File: config.mk
export PLATFORM = sky130hd
export DESIGN_NAME = dwta_fifo
export DESIGN_NICKNAME = d
export VERILOG_FILES = /design/src/sv/dwta_pkg.sv /design/src/sv/dwta_fifo.sv
export SDC_FILE = /design/constraint.sdc
export NUM_CORES = 1
export LEC_CHECK = 0
export ABC_CLOCK_PERIOD_IN_PS = 11480
export BUFFER_PORTS_ARGS = -buffer_cell sky130_fd_sc_hd__buf_4
export CAP_MARGIN = 30
export CORE_ASPECT_RATIO = 1.4
export CORE_UTILIZATION = 56
export DETAILED_ROUTE_END_ITERATION = 6
export PLACE_DENSITY = 0.93
export SLEW_MARGIN = 20
export SYNTH_ARGS = -nofsm -noshare
export SYNTH_HDL_FRONTEND = slang
export SYNTH_SLANG_ARGS = --single-unit
File: constraint.sdc
create_clock -name i_clk -period 11.48 [get_ports i_clk]
set_clock_uncertainty 0.05 [all_clocks]
set_input_delay 2.296 -clock i_clk [delete_from_list [all_inputs] [get_ports i_clk]]
set_output_delay 2.296 -clock i_clk [all_outputs]
set_load 0.005 [all_outputs]
File: src/sv/dwta_pkg.sv
package dwta_pkg;

    localparam int MAX_PIECES = 64;
    localparam int IDX_W      = $clog2(MAX_PIECES);
    localparam int CNT_W      = $clog2(MAX_PIECES + 1);
    localparam int MCNT_W     = $clog2(2 * MAX_PIECES + 2);
    localparam int RAM_DEPTH  = 2 ** (IDX_W + 1);

    localparam int QDEPTH     = 2;
    localparam int QPTR_W     = $clog2(QDEPTH);
    localparam int QCNT_W     = $clog2(QDEPTH + 1);

    localparam int TW         = 35;
    localparam int STEP_W     = 6;
    localparam logic [STEP_W-1:0] XFER_STEPS = 6'd32;
    localparam logic [STEP_W-1:0] UTIL_STEPS = 6'd16;
    localparam logic [16:0] UTIL_ONE = 17'h10000;

    localparam int CFG_IDX_W = 3;
    localparam logic [CFG_IDX_W-1:0] CFG_HARR  = 3'd0;
    localparam logic [CFG_IDX_W-1:0] CFG_HDEP  = 3'd1;
    localparam logic [CFG_IDX_W-1:0] CFG_SPEED = 3'd2;
    localparam logic [CFG_IDX_W-1:0] CFG_HUL   = 3'd3;
    localparam logic [CFG_IDX_W-1:0] CFG_HDL   = 3'd4;

    localparam logic [1:0] ST_OK    = 2'd0;
    localparam logic [1:0] ST_NOFIT = 2'd1;
    localparam logic [1:0] ST_FULL  = 2'd2;

    typedef logic signed [TW-1:0] t_time;

    typedef struct packed {
        logic [31:0] harr;
        logic [31:0] hdep;
        logic [15:0] speed;
        logic [15:0] hul;
        logic [15:0] hdl;
    } t_cfg;

    typedef struct packed {
        logic        commit;
        logic [15:0] owner;
        t_time       strt;
        t_time       endd;
        logic [31:0] ex;
    } t_job;

    typedef struct packed {
        logic [15:0] own;
        logic [31:0] lo;
        logic [31:0] hi;
        logic [31:0] wlo;
        logic [31:0] whi;
    } t_piece;

    // A rate of zero behaves as one bit per second.
    function automatic logic [31:0] rate_fix(input logic [15:0] rate);
        rate_fix = (rate == 16'd0) ? 32'd1 : {16'd0, rate};
    endfunction

endpackage

File: src/sv/dwta_fifo.sv
module dwta_fifo import dwta_pkg::*; (
    input  logic i_clk,
    input  logic i_rst_n,
    input  logic i_wvalid,
    output logic o_wready,
    input  t_job i_wdata,
    output logic o_rvalid,
    input  logic i_rready,
    output t_job o_rdata
);

    t_job              r_mem [QDEPTH];
    logic [QPTR_W-1:0] r_wr;
    logic [QPTR_W-1:0] r_rd;
    logic [QCNT_W-1:0] r_cnt;
    logic              w_push;
    logic              w_pop;

    assign o_wready = (r_cnt != QCNT_W'(QDEPTH));
    assign o_rvalid = (r_cnt != '0);
    assign w_push   = i_wvalid && o_wready;
    assign w_pop    = i_rready && o_rvalid;
    assign o_rdata  = r_mem[r_rd];

    always_ff @(posedge i_clk) begin
        if (!i_rst_n) begin
            r_wr  <= '0;
            r_rd  <= '0;
            r_cnt <= '0;
        end else begin
            if (w_push) begin
                r_wr <= (r_wr == QPTR_W'(QDEPTH - 1)) ? '0 : r_wr + 1'b1;
            end
            if (w_pop) begin
                r_rd <= (r_rd == QPTR_W'(QDEPTH - 1)) ? '0 : r_rd + 1'b1;
            end
            if (w_push && !w_pop) begin
                r_cnt <= r_cnt + 1'b1;
            end else if (w_pop && !w_push) begin
                r_cnt <= r_cnt - 1'b1;
            end
        end
    end

    always_ff @(posedge i_clk) begin
        if (w_push) begin
            r_mem[r_wr] <= i_wdata;
        end
    end

endmodule

==> metrics, run 1 <==
outcome=completed; CTS tree=built; RR Endpoint=r_mem[0][112]; first-pass GRT wire length=25.2 mm; initial antenna violation count=0; detailed-route DRC error count=0; Slew Limit Fails=0; Synth area leaders=edfxtp_1 81%, mux2_2 15%, buf_6 1.3%; wire per inst=20.3 um; Worst-Skew Late Latency=500 ps; critical path class=flop to primary output; Global Route Usage Sum=0.207; dpl hpwl=11.6 mm; setup ws final=6400 ps; synth unique cells=20; most common cell after layout, fill and taps aside=buf_4; GRT overflow=0; postcts setup bufs=0; largest family of logic cells by synthesized area=multiplexers; fill count=862; FF+latch count, synth=243; die area=16300 um^2; post-synthesis xor/xnor area fraction=0.00296; initial drt markers=159; gpl congestion=0.774; Power Density=214 nW/um^2; CTS root buf=clkbuf_16; number of buffers created by CTS=22; f_max=197 MHz; unrepaired setup endpoints after global routing=false; max_cap viols=0; routed vias/inst=5.25; Hold Vio Cnt, Final=0; # IOs=244; post-synth net total=518; Yosys warning total=0; CTS Hold Buffers Added=0; cts repair resizes=0; r2r setup slk=8820 ps; Post-synth EDFFs=238; ant diodes=0; min Tclk post-route=5080 ps; CP Max Fanout=62; hold_ws=539 ps; critical path launch point type=flop; register area share after synthesis=0.818; Post-synth ARST share=0; Final Cycle Share=0.442; drt pass-1 iters=5; worst path required time=9130 ps; Slew headroom=0.410; Setup TNS=0 ps; Syn Inst Count=394; die height=151 um; core box area=15500 um^2; largest net degree at the start of global routing=79; Avg Inst Size Synth=22.5 um^2; CTS Sinks=243; Crit path largest cell delay=880 ps; min-delay src=r_rd; WHS Path Cells=2; commonest cells after routing, fill and taps aside=246 x buf_4, 238 x edfxtp_1, 119 x mux2_2; most common flop cell mapped by yosys=edfxtp_1; WL final=17.5 mm; r2r worst-path depth=4; multi-input logic area=1480 um^2; initial core utilization=0.570; FF+latch area=7250 um^2; hold crit path type=flop to flop; Synth Area in Compound Gates=0.00395; Post-Place Setup Slack=6910 ps; layout cells sized above 1=0.605; htree depth=1; Adder-Cell Fraction of Synth Area=0.00141; CTS clk-pin slew, worst paths=60 ps; post-synthesis mux area share=0.151; Vias=4527; worst r2r src=r_cnt[0]; Rows=54; number of buffers added on ports=243; Tot Pwr=0.00247 W; final net count=776; crit-path cells=buf_4 > mux2_2 > buf_4; Post-Synth Simple-Gate Area=0.00734; Worst-Margin Slew=884 ps; Critical Path Most Common Cell=buf_4; Peak VDD IR=0.160 mV; Synth Cell Area=8860 um^2; largest area contributor in the netlist=edfxtp_1; CTS max path bufs=3; Layout area overhead=30.6%; CP endpoint kind=primary output; Setup Viol. Count Final=0; crit path DAT=2730 ps; Crit-path slowest cell=dfxtp_4; Yosys top cell area share=0.806; Leakage=4.30 nW; Die X=108 um; DRT antenna net count=0; vias in the first global route=4997
==> area by class of cell <==
class                           count  share of cell area
Tap cell                          196              0.0212
Timing Repair Buffer              247               0.161
Clock inverter                     10              0.0111
Multi-Input combinational cell    137               0.128
Sequential cell                   243               0.626
Inverter                            1            0.000540
Clock buffer                       28              0.0513
==> worst max-delay path, delay by kind of cell (launching register included) <==
family | cells | cell delay [ps]
buf+inv | 2 | 880
mux | 1 | 430
flops | 1 | 880
==> flip-flops by register name, indices dropped and copies added (netlist names), named ones only <==
signal  count
r_cnt       2
r_mem     238
r_rd        1
r_wr        1
==> layer usage <==
| metal | track usage | vias up | wire length [um] |
|---|---|---|---|
| met3 | 0.0512 | 53 | 1260 |
| met2 | 0.383 | 179 | 9620 |
| li1 | - | 2085 | - |
| met4 | 0.104 | 0 | 759 |
| met5 | 0 | - | 0 |
| met1 | 0.214 | 2210 | 5810 |
==> how the worst max path moves through the flow <==
stage / slack, ps / endpoint / depth (start not counted) / startpoint
floorplan: 5850 / r_mem[1][0] / 1 / i_wvalid
global placement: 6960 / o_rdata[104] / 3 / flop
detailed placement: 6910 / o_rdata[67] / 3 / flop
CTS: 6380 / o_rdata[68] / 3 / flop
global route: 6250 / o_rdata[68] / 3 / flop
finish: 6400 / o_rdata[104] / 3 / flop
==> logic make-up after synthesis <==
logic type	Yosys count
flops	243
mux	119
buf+inv	14
simple gates	9
compound gates	5
xor+xnor	3
fa+ha+maj	1
==> through the flow <==
step                area (um^2)  utilization  cells
floorplan                  8860            -    394
global placement          10800        0.697    823
detailed placement        10800        0.697    823
CTS                       11600        0.744    861
global route              11600        0.745    862
finish                    11600        0.745    862
==> synthesized netlist by cell type, types with 2 or more instances <==
cell	count
and2_1	4
buf_4	3
buf_6	10
dfxtp_1	5
edfxtp_1	238
mux2_2	119
xnor2_1	2
==> power by group <==
| group | switching (W) | internal, W | total, W |
|---|---|---|---|
| Sequential | 0.0000596 | 0.00111 | 0.00117 |
| Combinational | 0.000236 | 0.000337 | 0.000574 |
| Clock | 0.000296 | 0.000433 | 0.000729 |
(Power assumes the default switching activity.)
==> inputs of run 2 (changes only) <==
--- a/config.mk
+++ b/config.mk
@@ -5,13 +5,13 @@
 export SDC_FILE = /design/constraint.sdc
 export NUM_CORES = 1
 export LEC_CHECK = 0
-export ABC_CLOCK_PERIOD_IN_PS = 11480
+export ABC_CLOCK_PERIOD_IN_PS = 4400
 export BUFFER_PORTS_ARGS = -buffer_cell sky130_fd_sc_hd__buf_4
 export CAP_MARGIN = 30
 export CORE_ASPECT_RATIO = 1.4
-export CORE_UTILIZATION = 56
+export CORE_UTILIZATION = 47
 export DETAILED_ROUTE_END_ITERATION = 6
-export PLACE_DENSITY = 0.93
+export PLACE_DENSITY = 0.84
 export SLEW_MARGIN = 20
 export SYNTH_ARGS = -nofsm -noshare
 export SYNTH_HDL_FRONTEND = slang
==> constraint.sdc (replaced) <==
create_clock -name i_clk -period 4.4 [get_ports i_clk]
set_clock_uncertainty 0.05 [all_clocks]
set_input_delay 0.88 -clock i_clk [delete_from_list [all_inputs] [get_ports i_clk]]
set_output_delay 0.88 -clock i_clk [all_outputs]
set_load 0.005 [all_outputs]
==> metrics, run 2 (synthesis gave the netlist of run 1 again) <==
Power Density=548 nW/um^2 (+160%); die area=19400 um^2 (+19%); CTS Sinks=243 (unchanged); max_cap viols=0 (unchanged); Clk pwr share=0.286 (-0.009); min-delay src=r_cnt[1]; Inst Count DP=872 (+6.0%); Peak VDD IR=0.438 mV (+170%); drt pass-1 iters=4 (-1); most common cell after layout, fill and taps aside=buf_4; largest net degree at the start of global routing=64 (-19%); postcts setup bufs=0 (unchanged); Final Cycle Share=0.703; min Tclk post-route=3090 ps; wire per inst=18.3 um (-9.9%); crit path DAT=2160 ps (-570 ps); biggest registers after layout=r_mem x238, r_cnt x2; layout cells sized above 1=0.599 (-0.00630); worst path required time=3470 ps (-5660 ps); CP endpoint kind=primary output; vias in the first global route=4938 (-1.2%); final net count=776 (unchanged); r2r worst-path depth=4 (unchanged); number of buffers added on ports=243 (unchanged); detailed-route DRC error count=0 (unchanged); cts repair resizes=0 (unchanged); worst r2r src=r_cnt[0]; # IOs=244 (unchanged); Sw Pwr=0.00151 W (+150%); Largest register FFs=238 (unchanged); number of buffers created by CTS=22 (unchanged); initial antenna violation count=0 (unchanged); CTS max path bufs=3 (unchanged); Setup TNS=0 ps (unchanged); Slew headroom=0.399 (-0.0119); Vias=4518 (-0.20%); r2r setup slk=2160 ps (-6660 ps); outcome=completed; RR Endpoint=r_mem[0][65]; Rows=59 (+9.3%); gpl congestion=0.719 (-7.2%); initial drt markers=244 (+53%); ant diodes=0 (unchanged); first-pass GRT wire length=24.6 mm (-2.3%); Worst-Margin Slew=902 ps (+17.8 ps); sequential power share=0.473 (about the same); die height=165 um (+9.0%); Hold Path End=r_cnt[1]; critical path launch point type=flop; htree depth=1 (unchanged); DRT antenna net count=0 (unchanged); critical path class=flop to primary output; unrepaired setup endpoints after global routing=false; Slew Limit Fails=0 (unchanged); Setup Viol. Count Final=0 (unchanged); Hold Vio Cnt, Final=0 (unchanged); Die X=118 um (+9.0%); largest reg by FF count=r_mem; routed vias/inst=4.95 (-5.7%); core box area=18500 um^2 (+19%); CP Max Fanout=40 (-35%); Worst-Skew Late Latency=480 ps (-20 ps); final cell count without fillers=912 (+5.8%); commonest cells after routing, fill and taps aside=244 x buf_4, 238 x edfxtp_1, 119 x mux2_2; CTS clk-pin slew, worst paths=60 ps (about the same); Layout area overhead=31.2%; logic gate share of total power=0.241 (+0.009); Sw Share=0.236 (-0.00300); Leakage=4.30 nW (-0.12%); CTS Hold Buffers Added=0 (unchanged); hold crit path type=flop to flop; WHS Path Cells=2 (unchanged); WL final=16.7 mm (-4.6%); f_max=323 MHz; Internal=0.00487 W (+160%); CTS tree=built; initial core utilization=0.478 (-0.0920); dpl hpwl=11.2 mm (-3.5%); CTS root buf=clkbuf_16; Global Route Usage Sum=0.164 (-0.0428); GRT overflow=0 (unchanged)
-- run 2: final cells by class --
cell class              count  area, um^2
clock buffers              32         609
clock inverters             8        86.3
fillers                  1274        6900
inverters                   1        6.26
multi-input cells         137        1480
flip-flops and latches    243        7250
well taps                 244         305
repair buffers            247        1890
-- run 2: layer usage --
metal,global-route usage,vias up,share of wire
li1,-,2080,-
met1,0.170,2221,0.35
met4,0.0653,0,0.031
met5,0,-,0
met2,0.310,184,0.55
met3,0.0473,33,0.070
-- run 2: per-stage QoR --
stage	power, W	setup slack [ps]	hold WS [ps]	util	instance area [um^2]
2_1_floorplan	0.00387	184	462	-	8860
3_3_place_gp	0.00456	1820	486	0.590	10900
3_5_place_dp	0.00462	1780	490	0.590	10900
4_1_cts	0.00645	1270	503	0.628	11600
5_1_grt	0.00665	1190	498	0.628	11600
6_report	0.00637	1310	512	0.628	11600
-- run 2: worst max-delay path by stage --
stage | end | slack [ps] | cells past startpoint
detailed placement | r_mem[0][66] | 1780 | 4
finish | o_rdata[94] | 1310 | 3
global route | o_rdata[47] | 1190 | 3
global placement | o_rdata[47] | 1820 | 3
floorplan | r_mem[1][0] | 180 | 1
CTS | o_rdata[47] | 1270 | 3
-- run 2: worst max-delay path: stages (launching register included) --
cell and delay, ps:
dfxtp_4 710, buf_4 400, mux2_2 400, buf_4 140
-- run 2: power groups by stage --
stage,clock (W),sequential [W],combinational (W)
floorplan,0,0.00302,0.000849
global placement,0,0.00305,0.00151
detailed placement,0,0.00307,0.00155
CTS,0.00187,0.00302,0.00156
global route,0.00197,0.00305,0.00164
finish,0.00182,0.00302,0.00153
