`config.mk`:
```
export PLATFORM = sky130hd
export DESIGN_NAME = dwta_front_flat
export DESIGN_NICKNAME = d
export VERILOG_FILES = /design/src/sv/dwta_pkg.sv /design/src/sv/dwta_if.sv /design/src/sv/dwta_div.sv /design/src/sv/dwta_front.sv /design/src/flat_wrapper.sv
export SDC_FILE = /design/constraint.sdc
export NUM_CORES = 1
export LEC_CHECK = 0
export BUFFER_PORTS_ARGS = -buffer_cell sky130_fd_sc_hd__buf_2
export CAP_MARGIN = 20
export CORE_ASPECT_RATIO = 0.75
export CORE_MARGIN = 8
export CORE_UTILIZATION = 39
export DETAILED_ROUTE_END_ITERATION = 12
export GPL_ROUTABILITY_DRIVEN = 0
export GPL_TIMING_DRIVEN = 0
export SETUP_SLACK_MARGIN = 0.1
export SLEW_MARGIN = 10
export SYNTH_ARGS = -nofsm -noshare
export SYNTH_HDL_FRONTEND = slang
export SYNTH_SLANG_ARGS = --single-unit
```
`constraint.sdc`:
```
create_clock -name i_clk -period 23.2 [get_ports i_clk]
set_input_delay 3.48 -clock i_clk [delete_from_list [all_inputs] [get_ports i_clk]]
set_output_delay 3.48 -clock i_clk [all_outputs]
set_load 0.02 [all_outputs]
```
`src/sv/dwta_pkg.sv`:
```
package dwta_pkg;

    localparam int MAX_PIECES = 64;
    localparam int IDX_W      = $clog2(MAX_PIECES);
    localparam int CNT_W      = $clog2(MAX_PIECES + 1);
    localparam int MCNT_W     = $clog2(2 * MAX_PIECES + 2);
    localparam int RAM_DEPTH  = 2 ** (IDX_W + 1);

    localparam int QDEPTH     = 2;
    localparam int QPTR_W     = $clog2(QDEPTH);
    localparam int QCNT_W     = $clog2(QDEPTH + 1);

    localparam int TW         = 35;
    localparam int STEP_W     = 6;
    localparam logic [STEP_W-1:0] XFER_STEPS = 6'd32;
    localparam logic [STEP_W-1:0] UTIL_STEPS = 6'd16;
    localparam logic [16:0] UTIL_ONE = 17'h10000;

    localparam int CFG_IDX_W = 3;
    localparam logic [CFG_IDX_W-1:0] CFG_HARR  = 3'd0;
    localparam logic [CFG_IDX_W-1:0] CFG_HDEP  = 3'd1;
    localparam logic [CFG_IDX_W-1:0] CFG_SPEED = 3'd2;
    localparam logic [CFG_IDX_W-1:0] CFG_HUL   = 3'd3;
    localparam logic [CFG_IDX_W-1:0] CFG_HDL   = 3'd4;

    localparam logic [1:0] ST_OK    = 2'd0;
    localparam logic [1:0] ST_NOFIT = 2'd1;
    localparam logic [1:0] ST_FULL  = 2'd2;

    typedef logic signed [TW-1:0] t_time;

    typedef struct packed {
        logic [31:0] harr;
        logic [31:0] hdep;
        logic [15:0] speed;
        logic [15:0] hul;
        logic [15:0] hdl;
    } t_cfg;

    typedef struct packed {
        logic        commit;
        logic [15:0] owner;
        t_time       strt;
        t_time       endd;
        logic [31:0] ex;
    } t_job;

    typedef struct packed {
        logic [15:0] own;
        logic [31:0] lo;
        logic [31:0] hi;
        logic [31:0] wlo;
        logic [31:0] whi;
    } t_piece;

    // A rate of zero behaves as one bit per second.
    function automatic logic [31:0] rate_fix(input logic [15:0] rate);
        rate_fix = (rate == 16'd0) ? 32'd1 : {16'd0, rate};
    endfunction

endpackage

```
`src/sv/dwta_if.sv`:
```
interface dwta_req_if;
    logic        valid;
    logic        ready;
    logic        req_type;
    logic [15:0] owner_tag;
    logic [31:0] client_arrival;
    logic [15:0] task_bits;
    logic [15:0] result_bits;
    logic [31:0] deadline;
    logic [15:0] client_uplink;
    logic [15:0] client_downlink;

    modport source(output valid, req_type, owner_tag, client_arrival, task_bits,
                   result_bits, deadline, client_uplink, client_downlink,
                   input ready);
    modport sink(input valid, req_type, owner_tag, client_arrival, task_bits,
                 result_bits, deadline, client_uplink, client_downlink,
                 output ready);
endinterface


```
`src/sv/dwta_div.sv`:
```
module dwta_div import dwta_pkg::*; (
    input  logic              i_clk,
    input  logic              i_rst_n,
    input  logic              i_start,
    input  logic [31:0]       i_rem0,
    input  logic [31:0]       i_dvd,
    input  logic [31:0]       i_dsr,
    input  logic [STEP_W-1:0] i_steps,
    output logic              o_done,
    output logic [31:0]       o_quo
);

    logic              r_busy;
    logic              r_done;
    logic [STEP_W-1:0] r_cnt;
    logic [31:0]       r_rem;
    logic [31:0]       r_dvd;
    logic [31:0]       r_dsr;
    logic [31:0]       r_quo;
    logic [32:0]       w_trial;
    logic [32:0]       w_diff;
    logic              w_ge;

    // Restoring division, one quotient bit per cycle. The starting remainder
    // must be below the divisor.
    assign w_trial = {r_rem, r_dvd[31]};
    assign w_ge    = w_trial >= {1'b0, r_dsr};
    assign w_diff  = w_trial - {1'b0, r_dsr};

    always_ff @(posedge i_clk) begin
        if (!i_rst_n) begin
            r_busy <= 1'b0;
            r_done <= 1'b0;
            r_cnt  <= '0;
        end else begin
            r_done <= 1'b0;
            if (i_start) begin
                r_busy <= 1'b1;
                r_cnt  <= i_steps;
            end else if (r_busy) begin
                r_cnt <= r_cnt - 1'b1;
                if (r_cnt == STEP_W'(1)) begin
                    r_busy <= 1'b0;
                    r_done <= 1'b1;
                end
            end
        end
    end

    always_ff @(posedge i_clk) begin
        if (i_start) begin
            r_rem <= i_rem0;
            r_dvd <= i_dvd;
            r_dsr <= i_dsr;
            r_quo <= '0;
        end else if (r_busy) begin
            r_rem <= w_ge ? w_diff[31:0] : w_trial[31:0];
            r_dvd <= {r_dvd[30:0], 1'b0};
            r_quo <= {r_quo[30:0], w_ge};
        end
    end

    assign o_done = r_done;
    assign o_quo  = r_quo;

endmodule

```
`src/sv/dwta_front.sv`:
```
module dwta_front import dwta_pkg::*; (
    input  logic       i_clk,
    input  logic       i_rst_n,
    input  t_cfg       i_cfg,
    dwta_req_if.sink   i_req,
    output logic       o_jvalid,
    input  logic       i_jready,
    output t_job       o_job
);

    typedef enum logic [4:0] {
        F_IDLE = 5'b00001,
        F_LOAD = 5'b00010,
        F_WAIT = 5'b00100,
        F_CALC = 5'b01000,
        F_PUSH = 5'b10000
    } t_fstate;

    typedef enum logic [2:0] {
        X_EX  = 3'd0,
        X_HDL = 3'd1,
        X_CU  = 3'd2,
        X_HUL = 3'd3,
        X_CD  = 3'd4
    } t_xop;

    t_fstate     r_state;
    t_xop        r_op;
    logic        r_commit;
    logic [15:0] r_owner;
    logic [31:0] r_carr;
    logic [15:0] r_tb;
    logic [15:0] r_rb;
    logic [31:0] r_dl;
    logic [15:0] r_cu;
    logic [15:0] r_cd;
    logic [31:0] r_ex;
    logic [31:0] r_a;
    logic [31:0] r_b;
    logic [31:0] r_c;
    logic [31:0] r_d;
    t_job        r_job;

    logic [31:0] w_dvd;
    logic [31:0] w_dsr;
    logic        w_done;
    logic [31:0] w_quo;
    t_time       w_s1, w_s2, w_e1, w_e2;

    always_comb begin
        case (r_op)
            X_EX:    begin w_dvd = {r_tb, 16'd0}; w_dsr = rate_fix(i_cfg.speed); end
            X_HDL:   begin w_dvd = {r_tb, 16'd0}; w_dsr = rate_fix(i_cfg.hdl);   end
            X_CU:    begin w_dvd = {r_tb, 16'd0}; w_dsr = rate_fix(r_cu);        end
            X_HUL:   begin w_dvd = {r_rb, 16'd0}; w_dsr = rate_fix(i_cfg.hul);   end
            X_CD:    begin w_dvd = {r_rb, 16'd0}; w_dsr = rate_fix(r_cd);        end
            default: begin w_dvd = {r_tb, 16'd0}; w_dsr = rate_fix(i_cfg.speed); end
        endcase
    end

    dwta_div u_div (
        .i_clk   (i_clk),
        .i_rst_n (i_rst_n),
        .i_start (r_state == F_LOAD),
        .i_rem0  (32'd0),
        .i_dvd   (w_dvd),
        .i_dsr   (w_dsr),
        .i_steps (XFER_STEPS),
        .o_done  (w_done),
        .o_quo   (w_quo)
    );

    // Window start: input has crossed both links. Window end: result can
    // still return before the deadline and before the host leaves.
    assign w_s1 = {3'd0, i_cfg.harr} + {3'd0, r_a};
    assign w_s2 = {3'd0, r_carr} + {3'd0, r_b} + {3'd0, r_a};
    assign w_e1 = {3'd0, r_dl} - {3'd0, r_c} - {3'd0, r_d};
    assign w_e2 = {3'd0, i_cfg.hdep} - {3'd0, r_d};

    always_ff @(posedge i_clk) begin
        if (!i_rst_n) begin
            r_state <= F_IDLE;
            r_op    <= X_EX;
        end else begin
            unique case (r_state)
                F_IDLE: begin
                    if (i_req.valid) begin
                        r_state <= F_LOAD;
                        r_op    <= X_EX;
                    end
                end
                F_LOAD: r_state <= F_WAIT;
                F_WAIT: begin
                    if (w_done) begin
                        if (r_op == X_CD) begin
                            r_state <= F_CALC;
                        end else begin
                            r_op    <= t_xop'(3'(r_op + 3'd1));
                            r_state <= F_LOAD;
                        end
                    end
                end
                F_CALC: r_state <= F_PUSH;
                F_PUSH: begin
                    if (i_jready) begin
                        r_state <= F_IDLE;
                    end
                end
                default: r_state <= F_IDLE;
            endcase
        end
    end

    always_ff @(posedge i_clk) begin
        if (r_state == F_IDLE && i_req.valid) begin
            r_commit <= i_req.req_type;
            r_owner  <= i_req.owner_tag;
            r_carr   <= i_req.client_arrival;
            r_tb     <= i_req.task_bits;
            r_rb     <= i_req.result_bits;
            r_dl     <= i_req.deadline;
            r_cu     <= i_req.client_uplink;
            r_cd     <= i_req.client_downlink;
        end
        if (r_state == F_WAIT && w_done) begin
            case (r_op)
                X_EX:    r_ex <= w_quo;
                X_HDL:   r_a  <= w_quo;
                X_CU:    r_b  <= w_quo;
                X_HUL:   r_c  <= w_quo;
                X_CD:    r_d  <= w_quo;
                default: r_ex <= w_quo;
            endcase
        end
        if (r_state == F_CALC) begin
            r_job.commit <= r_commit;
            r_job.owner  <= r_owner;
            r_job.strt   <= (w_s1 > w_s2) ? w_s1 : w_s2;
            r_job.endd   <= (w_e1 < w_e2) ? w_e1 : w_e2;
            r_job.ex     <= r_ex;
        end
    end

    assign i_req.ready = (r_state == F_IDLE);
    assign o_jvalid    = (r_state == F_PUSH);
    assign o_job       = r_job;

endmodule

```
`src/flat_wrapper.sv`:
```
// flat-port wrapper written by rule: the top's interface ports become plain ports
module dwta_front_flat import dwta_pkg::*;
  (i_clk, i_rst_n, i_cfg, o_jvalid, i_jready, o_job, i_req_valid, i_req_req_type, i_req_owner_tag, i_req_client_arrival, i_req_task_bits, i_req_result_bits, i_req_deadline, i_req_client_uplink, i_req_client_downlink, i_req_ready);
  dwta_req_if i_req_i ();
  input  logic i_clk;
  input  logic i_rst_n;
  input  t_cfg i_cfg;
  output logic o_jvalid;
  input  logic i_jready;
  output t_job o_job;
  input wire logic [$bits(i_req_i.valid)-1:0] i_req_valid;
  input wire logic [$bits(i_req_i.req_type)-1:0] i_req_req_type;
  input wire logic [$bits(i_req_i.owner_tag)-1:0] i_req_owner_tag;
  input wire logic [$bits(i_req_i.client_arrival)-1:0] i_req_client_arrival;
  input wire logic [$bits(i_req_i.task_bits)-1:0] i_req_task_bits;
  input wire logic [$bits(i_req_i.result_bits)-1:0] i_req_result_bits;
  input wire logic [$bits(i_req_i.deadline)-1:0] i_req_deadline;
  input wire logic [$bits(i_req_i.client_uplink)-1:0] i_req_client_uplink;
  input wire logic [$bits(i_req_i.client_downlink)-1:0] i_req_client_downlink;
  output wire logic [$bits(i_req_i.ready)-1:0] i_req_ready;
  assign i_req_i.valid = i_req_valid;
  assign i_req_i.req_type = i_req_req_type;
  assign i_req_i.owner_tag = i_req_owner_tag;
  assign i_req_i.client_arrival = i_req_client_arrival;
  assign i_req_i.task_bits = i_req_task_bits;
  assign i_req_i.result_bits = i_req_result_bits;
  assign i_req_i.deadline = i_req_deadline;
  assign i_req_i.client_uplink = i_req_client_uplink;
  assign i_req_i.client_downlink = i_req_client_downlink;
  assign i_req_ready = i_req_i.ready;
  dwta_front u_core (.i_clk(i_clk), .i_rst_n(i_rst_n), .i_cfg(i_cfg), .i_req(i_req_i), .o_jvalid(o_jvalid), .i_jready(i_jready), .o_job(o_job));
endmodule
```
==> metrics.md, run 1 <==
| Metric | Value |
|---|---|
| Net Sw Frac | `between 30% and 40%` |
| Sequential area share after synthesis | `~50%` |
| Synth Area in Simple Gates | `10.6%` |
| CTS tree | `yes` |
| Seq pwr share | `between 30% and 40%` |
| Compound-Gate Fraction of Synth Area | `15.8%` |
| DRC | `0` |
| Post-synthesis adder-cell area fraction | `12.0%` |
| Clock Skews | `0.0179 ns` |
| Vias/cell | `5.24` |
| Core area | `77100 um2` |
| Final Max Tran Viols | `0` |
| Syn_area_per_cell | `11.1 um2` |
| Final hold violations | `0` |
| Status | `complete, no violations` |
| Synth warn | `0` |
| Syn Nets | `3299` |
| Htree depth | `2` |
| Final nets | `3758` |
| Dpl cells | `4186` |
| Die footprint | `87400 um2` |
| I/O pin cnt | `approximately 380` |
| Row cnt | `88` |
| Chip width | `339 um` |
| Worst Path Required | `23.58 ns` |
| Min-Delay Path Class | `reg2reg` |
| Initial Util | `39.5%` |
| TritonCTS Buffers | `56` |
| Internal power | `2.10 mW` |
| Antenna Violating Nets Remaining | `0` |
| Clock Path Buffers | `3` |
| Fraction of layout cells with a size suffix above 1 | `16.9%` |
| Fin crit period | `9.33 ns` |
| FF+latch count, synth | `535` |
| Post-DP HPWL | `66500 um` |
| Vias after detailed routing | `between 20000 and 25000` |
| Cts hold-fix bufs | `0` |
| Post-synth EDFFs | `455` |
| IO buf count | `379` |
| Routed len/inst | `19.6 um` |
| Vias in the first global route | `22100` |
| Worst Max-Slew Pin Slew | `1.08 ns` |
| Global-route wire length before repair | `127000 um` |
| Slew headroom | `26.1%` |
| Critical path type | `in2reg` |
| XOR/XNOR Fraction of Synth Area | `5.55%` |
| Combinational share of power | `30.9%` |
| PwrDens | `86.8 nW/um2` |
| Synth area leaders | `edfxtp_1 45%, ha_1 12%, dfxtp_1 5.3%, xnor2_1 3.7%, a21oi_1 3.4%` |
| Most used DFF post-synth | `edfxtp_1` |
| Final instance area | `35900 um2` |
| Setup Viol. Count Final | `0` |
| Dpl ws | `13.10 ns` |
| Slowest-stage cell, CP | `clkbuf_1` |
| Worst setup EP type | `register` |
| Worst VDD drop | `0.0563 mV` |
| Post-CTS sizing | `0` |
| Reg clk slew, reported paths | `0.06 ns` |
| Crit share post-route | `40.2%` |
| Worst skew pair latency | `0.64 ns` |
| Setup TNS | `0 ns` |
| Area after DPL | `between 30000 and 40000 um2` |
| CP Launch Type | `input port` |
| Antenna violations before repair | `7` |
| Clock share of power | `29.9%` |
| WL final | `~84000 um` |
| Power Total | `3.12 mW` |
| Switch Pwr | `1.02 mW` |
| Async set-or-reset flop fraction in the synthesized netlist | `0%` |
| # fillers | `slightly above 7000` |
| Die H | `258 um` |
| Synth-to-layout area growth | `17.8%` |
| P_leak | `approximately 15 nW` |
| RSZ-0062 raised after global routing | `false` |
| Largest family of logic cells by synthesized area | `compound AO/OA/AOI/OAI gates` |
| Mapped cell area | `30500 um2` |
| CTS Sinks | `535` |
| Largest stage delay, worst path | `0.55 ns` |
| Yosys cell types | `83` |
| Total gr overflow | `0` |
| Worst path arrival time | `9.71 ns` |
| Gr usage total | `18.4%` |
| Largest net degree at the start of global routing | `52` |
| Leading area contributor after synthesis | `edfxtp_1` |
| Yosys top cell area share | `44.9%` |
| Max Fclk | `0.107 GHz` |
| Initial DRC Count | `1427` |
| Crit-path max FO | `10` |
| Max_cap viols | `0` |
| Synth Instances | `2751` |
| Post-CTS Setup Bufs | `0` |
| Mux cell area share after synthesis | `2.93%` |
| Final non-filler cell total | `~4300` |
| Post-route setup slack | `13.87 ns` |
| Initial DRT Pass Iterations | `8` |
| Clk Tree Root Cell | `clkbuf_16` |
-- cell usage in the layout (no fill, tap or decap), drive strengths merged, types with 21 or more instances in the layout --
cell,count
xnor2,127
inv,179
nand2b,42
o21bai,29
xor2,66
a22oi,21
o21a,45
a211oi,33
edfxtp,455
a21oi,209
nor3,45
ha,280
a21o,113
o21ai,185
nand4,24
clkbuf,110
a31oi,23
clkinv,25
mux2i,63
buf,413
nor2,188
dfxtp,80
nand2,170
and3,27
nand3,38
nor2b,35
nor4,24
-- area by class of cell --
type                       count  area, um2  area share, %
inverter                     177        664           1.85
tap                         1035       1290           3.61
antenna                        4       10.0         0.0279
sequential                   535      15300           42.5
timing repair buffer         401       2200           6.12
multi-input combinational   1985      14300           39.9
clock buffer                  69       1510           4.21
buffer                        54        240          0.669
clock inverter                37        397           1.10
-- path summary, 6_finish.rpt --
| path | startpoint | endpoint | slack, ns | cells after the start |
|---|---|---|---|---|
| max | i_cfg[48] | u_core.o_job[49] | 13.87 | 29 |
| max reg2reg | u_core.r_c[1] | u_core.o_job[49] | 14.73 | 30 |
| min reg2reg | u_core.r_ex[2] | u_core.o_job[2] | 0.41 | 0 |
| min | u_core.r_ex[2] | u_core.o_job[2] | 0.41 | 0 |
-- critical path: cells and delay by family --
family                   cells  cell delay [ns]
AND/OR/NAND/NOR              4             0.61
XOR/XNOR                     1             0.22
adder cells (fa/ha/maj)      3             0.85
buffers and inverters        4             0.73
AO/OA/AOI/OAI               17             3.79
-- synth_stat cells, drive strengths merged (5+ instances only) --
cell type and count:
a21boi 15, or3b 5, xnor2 127, o21ai 185, a41o 7, o21bai 29
o211ai 8, a21oi 209, nor2 188, a221o 6, fa 7, inv 177
and4 13, a31o 5, or2 8, nor3 45, nor2b 35, buf 13
nand3 38, a221oi 8, xor2 66, a211oi 33, and3 27, ha 280
a22o 6, dfxtp 80, and2 11, a21o 113, o31ai 9, nand2b 42
or3 14, a31oi 23, nand3b 6, o21a 45, edfxtp 455, clkbuf 41
nor4 24, nand2 170, mux2 18, mux2i 63, a22oi 21, nand4 24
-- metrics by stage --
| stage | util [%] | hold slack, ns |
|---|---|---|
| 2_1_floorplan | - | 0.400 |
| 3_3_place_gp | 43.7 | 0.400 |
| 3_5_place_dp | 44.1 | 0.405 |
| 4_1_cts | 46.5 | 0.418 |
| 5_1_grt | 46.6 | 0.414 |
| 6_report | 46.6 | 0.412 |
-- power by group through the flow --
stage | sequential, mW | clock, mW | combinational [mW]
final | 1.22 | 0.933 | 0.962
after global routing | 1.23 | 0.997 | 1.07
after CTS | 1.22 | 0.964 | 0.958
after detailed placement | 1.24 | 0 | 0.950
after global placement | 1.25 | 0 | 0.935
after floorplan | 1.22 | 0 | 0.713
-- sequential cells by signal, summed over array words and instances, names as in the netlist, 16 cells and up --
| signal | count |
|---|---|
| u_core.r_b | 32 |
| u_core.r_c | 32 |
| u_core.u_div.o_quo | 32 |
| u_core.r_tb | 16 |
| u_core.u_div.r_dsr | 16 |
| u_core.r_cu | 16 |
| u_core.r_a | 32 |
| u_core.r_carr | 32 |
| u_core.r_owner | 16 |
| u_core.r_ex | 32 |
| u_core.u_div.r_dvd | 16 |
| u_core.r_rb | 16 |
| u_core.r_cd | 16 |
| u_core.o_job | 118 |
| u_core.u_div.r_rem | 32 |
| u_core.r_dl | 32 |
| u_core.r_d | 32 |
-- logic make-up (layout without fill, tap and decap cells) --
family,Yosys count,after routing
simple gates,662,662
xor+xnor,193,193
flops,535,535
other cells,1,5
mux,81,81
fa+ha+maj,289,289
compound gates,759,759
buf+inv,231,738
-- per-layer routing --
metal	up-vias	track usage [%]	part of all wire (%)	wire [um]
li1	11200	-	-	-
met4	4	4.52	2.2	1830
met3	108	4.32	6.5	5480
met5	-	0	0.034	29
met2	616	29.2	44	37300
met1	10600	25.3	47	39700
Power figures use the tool's default switching activity.
==> run 2, diff against run 1 <==
--- a/config.mk
+++ b/config.mk
@@ -5,6 +5,7 @@
 export SDC_FILE = /design/constraint.sdc
 export NUM_CORES = 1
 export LEC_CHECK = 0
+export ABC_AREA = 1
 export BUFFER_PORTS_ARGS = -buffer_cell sky130_fd_sc_hd__buf_2
 export CAP_MARGIN = 20
 export CORE_ASPECT_RATIO = 0.75
==> constraint.sdc (replaced) <==
create_clock -name i_clk -period 8 [get_ports i_clk]
set_input_delay 1.2 -clock i_clk [delete_from_list [all_inputs] [get_ports i_clk]]
set_output_delay 1.2 -clock i_clk [all_outputs]
set_load 0.02 [all_outputs]
==> run 2 against run 1 <==
Against the previous run: cell count up 20%; worst hold slack worse by 0.018 ns; core utilization is 0.38 points lower; critical path depth is 5 higher; critical path type is now reg2reg; largest power group unchanged; largest cell class unchanged; routed wire length is 16% higher; sequential cell count stayed put; sequential power rose to 3.3 times the previous value.
==> metrics.md, run 2 <==
| Metric | Value |
|---|---|
| Vias/cell | `5.11` |
| Clock Skews | `approximately 0.044 ns` |
| Antenna Violating Nets Remaining | `0` |
| CTS Sinks | `around 540` |
| PwrDens | `281 nW/um2` |
| Combinational share of power | `between 30% and 40%` |
| Max_cap viols | `0` |
| Htree depth | `2` |
| Antenna violations before repair | `12` |
| Crit-path max FO | `10` |
| Most frequent cells in the layout | `806 x nand2_1, 493 x inv_1, 455 x edfxtp_1` |
| Async set-or-reset flop fraction in the synthesized netlist | `0%` |
| CTS tree | `yes` |
| Synth area leaders | `edfxtp_1 42%, ha_1 11%, nand2_1 9.4%, inv_1 5.8%, dfxtp_1 5.0%` |
| Area after DPL | `between 30000 and 40000 um2` |
| Max Fclk | `between 0.1 and 0.15 GHz` |
| Cts hold-fix bufs | `0` |
| CP Launch Type | `register` |
| Vias after detailed routing | `26400` |
| Chip width | `348 um` |
| IO buf count | `380` |
| Post-synth top cells | `806 x nand2_1, 493 x inv_1, 455 x edfxtp_1` |
| Dpl cells | `5063` |
| Final Hold Slack | `0.394 ns` |
| Worst VDD drop | `0.170 mV` |
| Yosys cell types | `61` |
| Worst Max-Slew Pin Slew | `0.871 ns` |
| Critical path type | `reg2reg` |
| # fillers | `8000` |
| Min-Delay Path Class | `reg2reg` |
| Crit share post-route | `a little over nine tenths` |
| Synth warn | `0` |
| Gr usage total | `between 20% and 30%` |
| Post-CTS Setup Bufs | `0` |
| Worst Path Required | `8.38 ns` |
| Core area | `82000 um2` |
| Dpl ws | `0.548 ns` |
| Final hold violations | `0` |
| Row cnt | `about 90` |
| Worst skew pair latency | `0.65 ns` |
| Yosys top cell area share | `42.5%` |
| Status | `complete, no violations` |
| Syn_area_per_cell | `~9.0 um2` |
| Global-route wire length before repair | `146000 um` |
| Clock Path Buffers | `3` |
| Clk Tree Root Cell | `clkbuf_16` |
| Most used DFF post-synth | `edfxtp_1` |
| Net Sw Frac | `a little under two fifths` |
| Initial Util | `39.2%` |
| TritonCTS Buffers | `57` |
| Final nets | `between 4000 and 5000` |
| Initial DRT Pass Iterations | `7` |
| Total gr overflow | `0` |
| Count leader, synth | `nand2_1` |
| Worst setup EP type | `register` |
| DRC | `0` |
| RSZ-0062 raised after global routing | `false` |
| Largest net degree at the start of global routing | `31` |
| P_leak | `roughly 17 nW` |
| Routed len/inst | `roughly 19 um` |
| Mapped cell area | `32200 um2` |
| Seq pwr share | `37.7%` |
| I/O pin cnt | `382` |
| FF+latch count, synth | `535` |
| Top Family by Delay on Critical Path | `simple AND/OR/NAND/NOR gates` |
| Switch Pwr | `4.09 mW` |
| Critical path buffers and inverters | `3` |
| Post-route setup slack | `~0.49 ns` |
| Initial DRC Count | `2205` |
| Post-DP HPWL | `79100 um` |
| Final instance area | `37900 um2` |
| Synth-to-layout area growth | `17.7%` |
| Internal power | `approximately 6.6 mW` |
| Commonest non-fill, non-tap cell in the layout | `nand2_1` |
| WL final | `97700 um` |
| Slew headroom | `about two fifths` |
| Reg clk slew, reported paths | `0.07 ns` |
| Clock share of power | `26.5%` |
| Final Max Tran Viols | `0` |
| Post-synth EDFFs | `455` |
| Die footprint | `92000 um2` |
| Fraction of layout cells with a size suffix above 1 | `13.5%` |
| Largest stage delay, worst path | `roughly 0.58 ns` |
| Final non-filler cell total | `5173` |
| Most frequent cell on the critical path | `nand2_1` |
| Vias in the first global route | `25200` |
| Fin crit period | `about 7.5 ns` |
| Max reg flops | `118` |
| Worst path arrival time | `~7.9 ns` |
| Slowest-stage cell, CP | `or4_1` |
| Synth Instances | `3592` |
| Syn Nets | `4140` |
| Sequential area share after synthesis | `47.5%` |
| Leading area contributor after synthesis | `edfxtp_1` |
| Die H | `265 um` |
| Setup Viol. Count Final | `0` |
| Setup TNS | `0 ns` |
| Post-CTS sizing | `0` |
-- run 2: changes by cell type after synthesis, moves of 30 or more --
cell,change
nand3_1,+109
nor2_1,+86
nor2b_1,-35
nand2b_1,-42
xor2_1,+64
inv_1,+316
xnor2_1,-58
o22ai_1,+30
a21oi_1,+96
a21o_1,-93
nand2_1,+636
o21a_1,-36
mux2i_1,-63
-- run 2: metrics by stage --
stage / power [mW] / utilization (%)
after floorplan: 6.54 / -
after global placement: 7.75 / 43.2
after detailed placement: 7.82 / 43.7
after CTS: 10.7 / 46.2
after global routing: 11.4 / 46.2
final: 10.7 / 46.2
-- run 2: worst register-to-register path: cells and delay by family, from the launching register on --
family	cells	cell delay (ns)
simple gates	21	3.99
fa+ha+maj	4	1.29
compound gates	4	0.91
buf+inv	3	0.44
flops	1	0.33
xor+xnor	2	0.30
-- run 2: cell families (layout without fill, tap and decap cells) --
group / after synthesis / in the layout / synth area share, %
AOI/OAI and AO/OA: 661 / 661 / 11.7
DFF: 535 / 535 / 47.5
xor gates and xnor gates: 199 / 199 / 5.42
and+or+nand+nor: 1361 / 1361 / 17.5
other: 1 / 3 / 0.0117
adders and majority gates: 287 / 287 / 11.3
buffers and inverters: 548 / 1058 / 6.53
-- run 2: routing by layer --
metal / up-vias / track usage (%) / part of all wire, %
li1: 13200 / - / -
met1: 12200 / 30.0 / 47
met2: 909 / 30.9 / 42
met3: 126 / 3.74 / 8.2
met4: 4 / 4.64 / 2.2
met5: - / 0 / 0.027
-- run 2: power groups by stage --
stage	clock, mW	combinational, mW	sequential (mW)
final	2.83	3.81	4.02
after global routing	3.02	4.29	4.05
after CTS	2.91	3.77	4.02
after detailed placement	0	3.74	4.08
after global placement	0	3.64	4.11
after floorplan	0	2.73	3.81
-- run 2: final timing paths --
kind | to | cells past startpoint | start | slack [ns]
setup / recovery | u_core.o_job[82] | 34 | u_core.r_b[0] | 0.49
hold / removal | u_core.o_job[21] | 0 | u_core.r_ex[21] | 0.39
setup reg to reg | u_core.o_job[82] | 34 | u_core.r_b[0] | 0.49
hold reg to reg | u_core.o_job[21] | 0 | u_core.r_ex[21] | 0.39
-- run 2: cell type report --
type / count / area, um2 / share of cell area, %
antenna: 2 / 5.00 / 0.0132
buffer: 46 / 223 / 0.588
clock buffer: 68 / 1520 / 4.01
clock inverter: 40 / 494 / 1.30
inverter: 502 / 1880 / 4.98
multi-input combinational: 2509 / 14900 / 39.3
sequential: 535 / 15300 / 40.3
tap: 1069 / 1340 / 3.53
timing repair buffer: 402 / 2270 / 6.00
==> run 3, diff against run 2 <==
==> constraint.sdc (replaced) <==
create_clock -name i_clk -period 6.2 [get_ports i_clk]
set_input_delay 0.93 -clock i_clk [delete_from_list [all_inputs] [get_ports i_clk]]
set_output_delay 0.93 -clock i_clk [all_outputs]
set_load 0.02 [all_outputs]
==> run 3 against run 2 <==
Against the previous run: the flow now finishes with violations (negative setup slack); combinational power is 56% higher; cell count is 1.3% higher; highest routed layer unchanged; first-iteration DRC count is 7.7% lower; critical endpoint is now u_core.o_job[72]; largest cell class is now multi-input combinational cells; power is 36% higher.
==> metrics.md, run 3 (synthesized netlist as in run 2, its figures left out) <==
| Metric | Value |
|---|---|
| Worst VDD drop | `~0.26 mV` |
| Global-route wire length before repair | `about 150000 um` |
| Die H | `265 um` |
| Htree depth | `2` |
| Antenna violations before repair | `5` |
| Slew headroom | `9.71%` |
| Most frequent cell on the critical path | `nand2_1` |
| Row cnt | `approximately 90` |
| Vias after detailed routing | `26900` |
| Vias in the first global route | `25500` |
| Clock Skews | `0.0268 ns` |
| Total gr overflow | `0` |
| Initial DRC Count | `2035` |
| Post-DP HPWL | `78200 um` |
| Initial DRT Pass Iterations | `6` |
| # fillers | `7690` |
| Clk Tree Root Cell | `clkbuf_16` |
| Most frequent cells in the layout | `719 x nand2_1, 489 x inv_1, 455 x edfxtp_1` |
| Final non-filler cell total | `5238` |
| Setup Viol. Count Final | `33` |
| Antenna Violating Nets Remaining | `0` |
| Core area | `82000 um2` |
| Fin crit period | `6.28 ns` |
| Max Fclk | `0.159 GHz` |
| CP Launch Type | `register` |
| Die footprint | `slightly above 90000 um2` |
| Final core occ | `48.3%` |
| Max reg flops | `about 120` |
| Area after DPL | `35800 um2` |
| PwrDens | `~370 nW/um2` |
| Slowest-stage cell, CP | `or4_4` |
| Worst path arrival time | `6.78 ns` |
| Cts hold-fix bufs | `0` |
| CTS Sinks | `535` |
| Failing checks | `negative setup slack` |
| Dpl cells | `5061` |
| Max_cap viols | `0` |
| Vias/cell | `just over 5` |
| Chip width | `approximately 350 um` |
| Largest net degree at the start of global routing | `31` |
| Final Max Tran Viols | `0` |
| Largest stage delay, worst path | `0.52 ns` |
| Crit share post-route | `101%` |
| I/O pin cnt | `382` |
| Final nets | `~4700` |
| P_leak | `17.7 nW` |
| Fraction of layout cells with a size suffix above 1 | `19.7%` |
| Worst setup EP type | `register` |
| DRC | `0` |
| Clock Path Buffers | `3` |
| Routed len/inst | `19.2 um` |
| CTS tree | `yes` |
| Min-Delay Path Class | `reg2reg` |
| WL final | `around 100000 um` |
| Worst skew pair latency | `0.64 ns` |
| TritonCTS Buffers | `57` |
| Synth-to-layout area growth | `23.1%` |
| Power Total | `roughly 15 mW` |
| Initial Util | `39.2%` |
| Gr usage total | `20.6%` |
| RSZ-0062 raised after global routing | `true` |
| Crit-path max FO | `8` |
| Status | `complete, but fails checks` |
| Worst Max-Slew Pin Slew | `~1.3 ns` |
| IO buf count | `380` |
| Final hold violations | `0` |
| Final Hold Slack | `0.418 ns` |
| Reg2reg setup slack | `-0.08 ns` |
| Critical path type | `reg2reg` |
| Setup TNS | `-2.09 ns` |
| Worst Path Required | `6.70 ns` |
| Commonest non-fill, non-tap cell in the layout | `nand2_1` |
| Reg clk slew, reported paths | `0.06 ns` |
| Post-route setup slack | `-0.0848 ns` |
| Final instance area | `39600 um2` |
| Dpl ws | `-1.30 ns` |
-- run 3: cell types whose count changed in the layout (fill, tap and decap cells not counted), sizes merged, moves of 2 or more --
cell	change
clkbuf	+10
inv	+2
bufinv	-7
buf	+62
-- run 3: cell type report --
cell class	instances	area (um2)	share of cell area [%]
Sequential cell	535	15300	38.6
Multi-Input combinational cell	2510	16000	40.4
Timing Repair Buffer	468	2890	7.30
Antenna cell	1	2.50	0.00632
Inverter	502	1900	4.79
Clock inverter	33	273	0.689
Buffer	46	350	0.885
Tap cell	1069	1340	3.38
Clock buffer	74	1570	3.97
-- run 3: power by group --
part | total [mW] | internal [mW] | leakage [nW] | switching (mW)
Sequential | 5.18 | 4.62 | 4.86 | 0.563
Combinational | 5.96 | 2.30 | 11.9 | 3.66
Clock | 3.37 | 1.86 | 0.912 | 1.51
Total | 14.5 | 8.78 | 17.7 | 5.74
-- run 3: final timing paths --
| check | from | to | cells past startpoint |
|---|---|---|---|
| setup / recovery | u_core.r_b[6] | u_core.o_job[72] | 33 |
| hold / removal | u_core.r_ex[15] | u_core.o_job[15] | 0 |
| setup reg to reg | u_core.r_b[6] | u_core.o_job[72] | 33 |
| hold reg to reg | u_core.r_ex[15] | u_core.o_job[15] | 0 |
-- run 3: worst max-delay path, delay by kind of cell (launching register included) --
kind,cells,cell delay [ns]
AOI/OAI and AO/OA,4,0.66
buffers and inverters,3,0.42
and+or+nand+nor,21,3.40
DFF,1,0.37
adders and majority gates,3,0.95
xor gates and xnor gates,2,0.32
-- run 3: routing by layer --
metal | wire length (um) | global-route usage [%] | up-vias
met1 | 47200 | 30.0 | 12600
li1 | - | - | 13400
met3 | 8040 | 4.42 | 111
met5 | 12 | 0 | -
met4 | 1790 | 3.73 | 2
met2 | 43300 | 31.6 | 884
-- run 3: timing repair --
item,CTS,global route
cloned,9,5
pin swaps,63,81
setup buffers,32,23
endpoints found under the setup margin,68,68
hold endpoints to repair,0,0
gates resized for setup,191,177
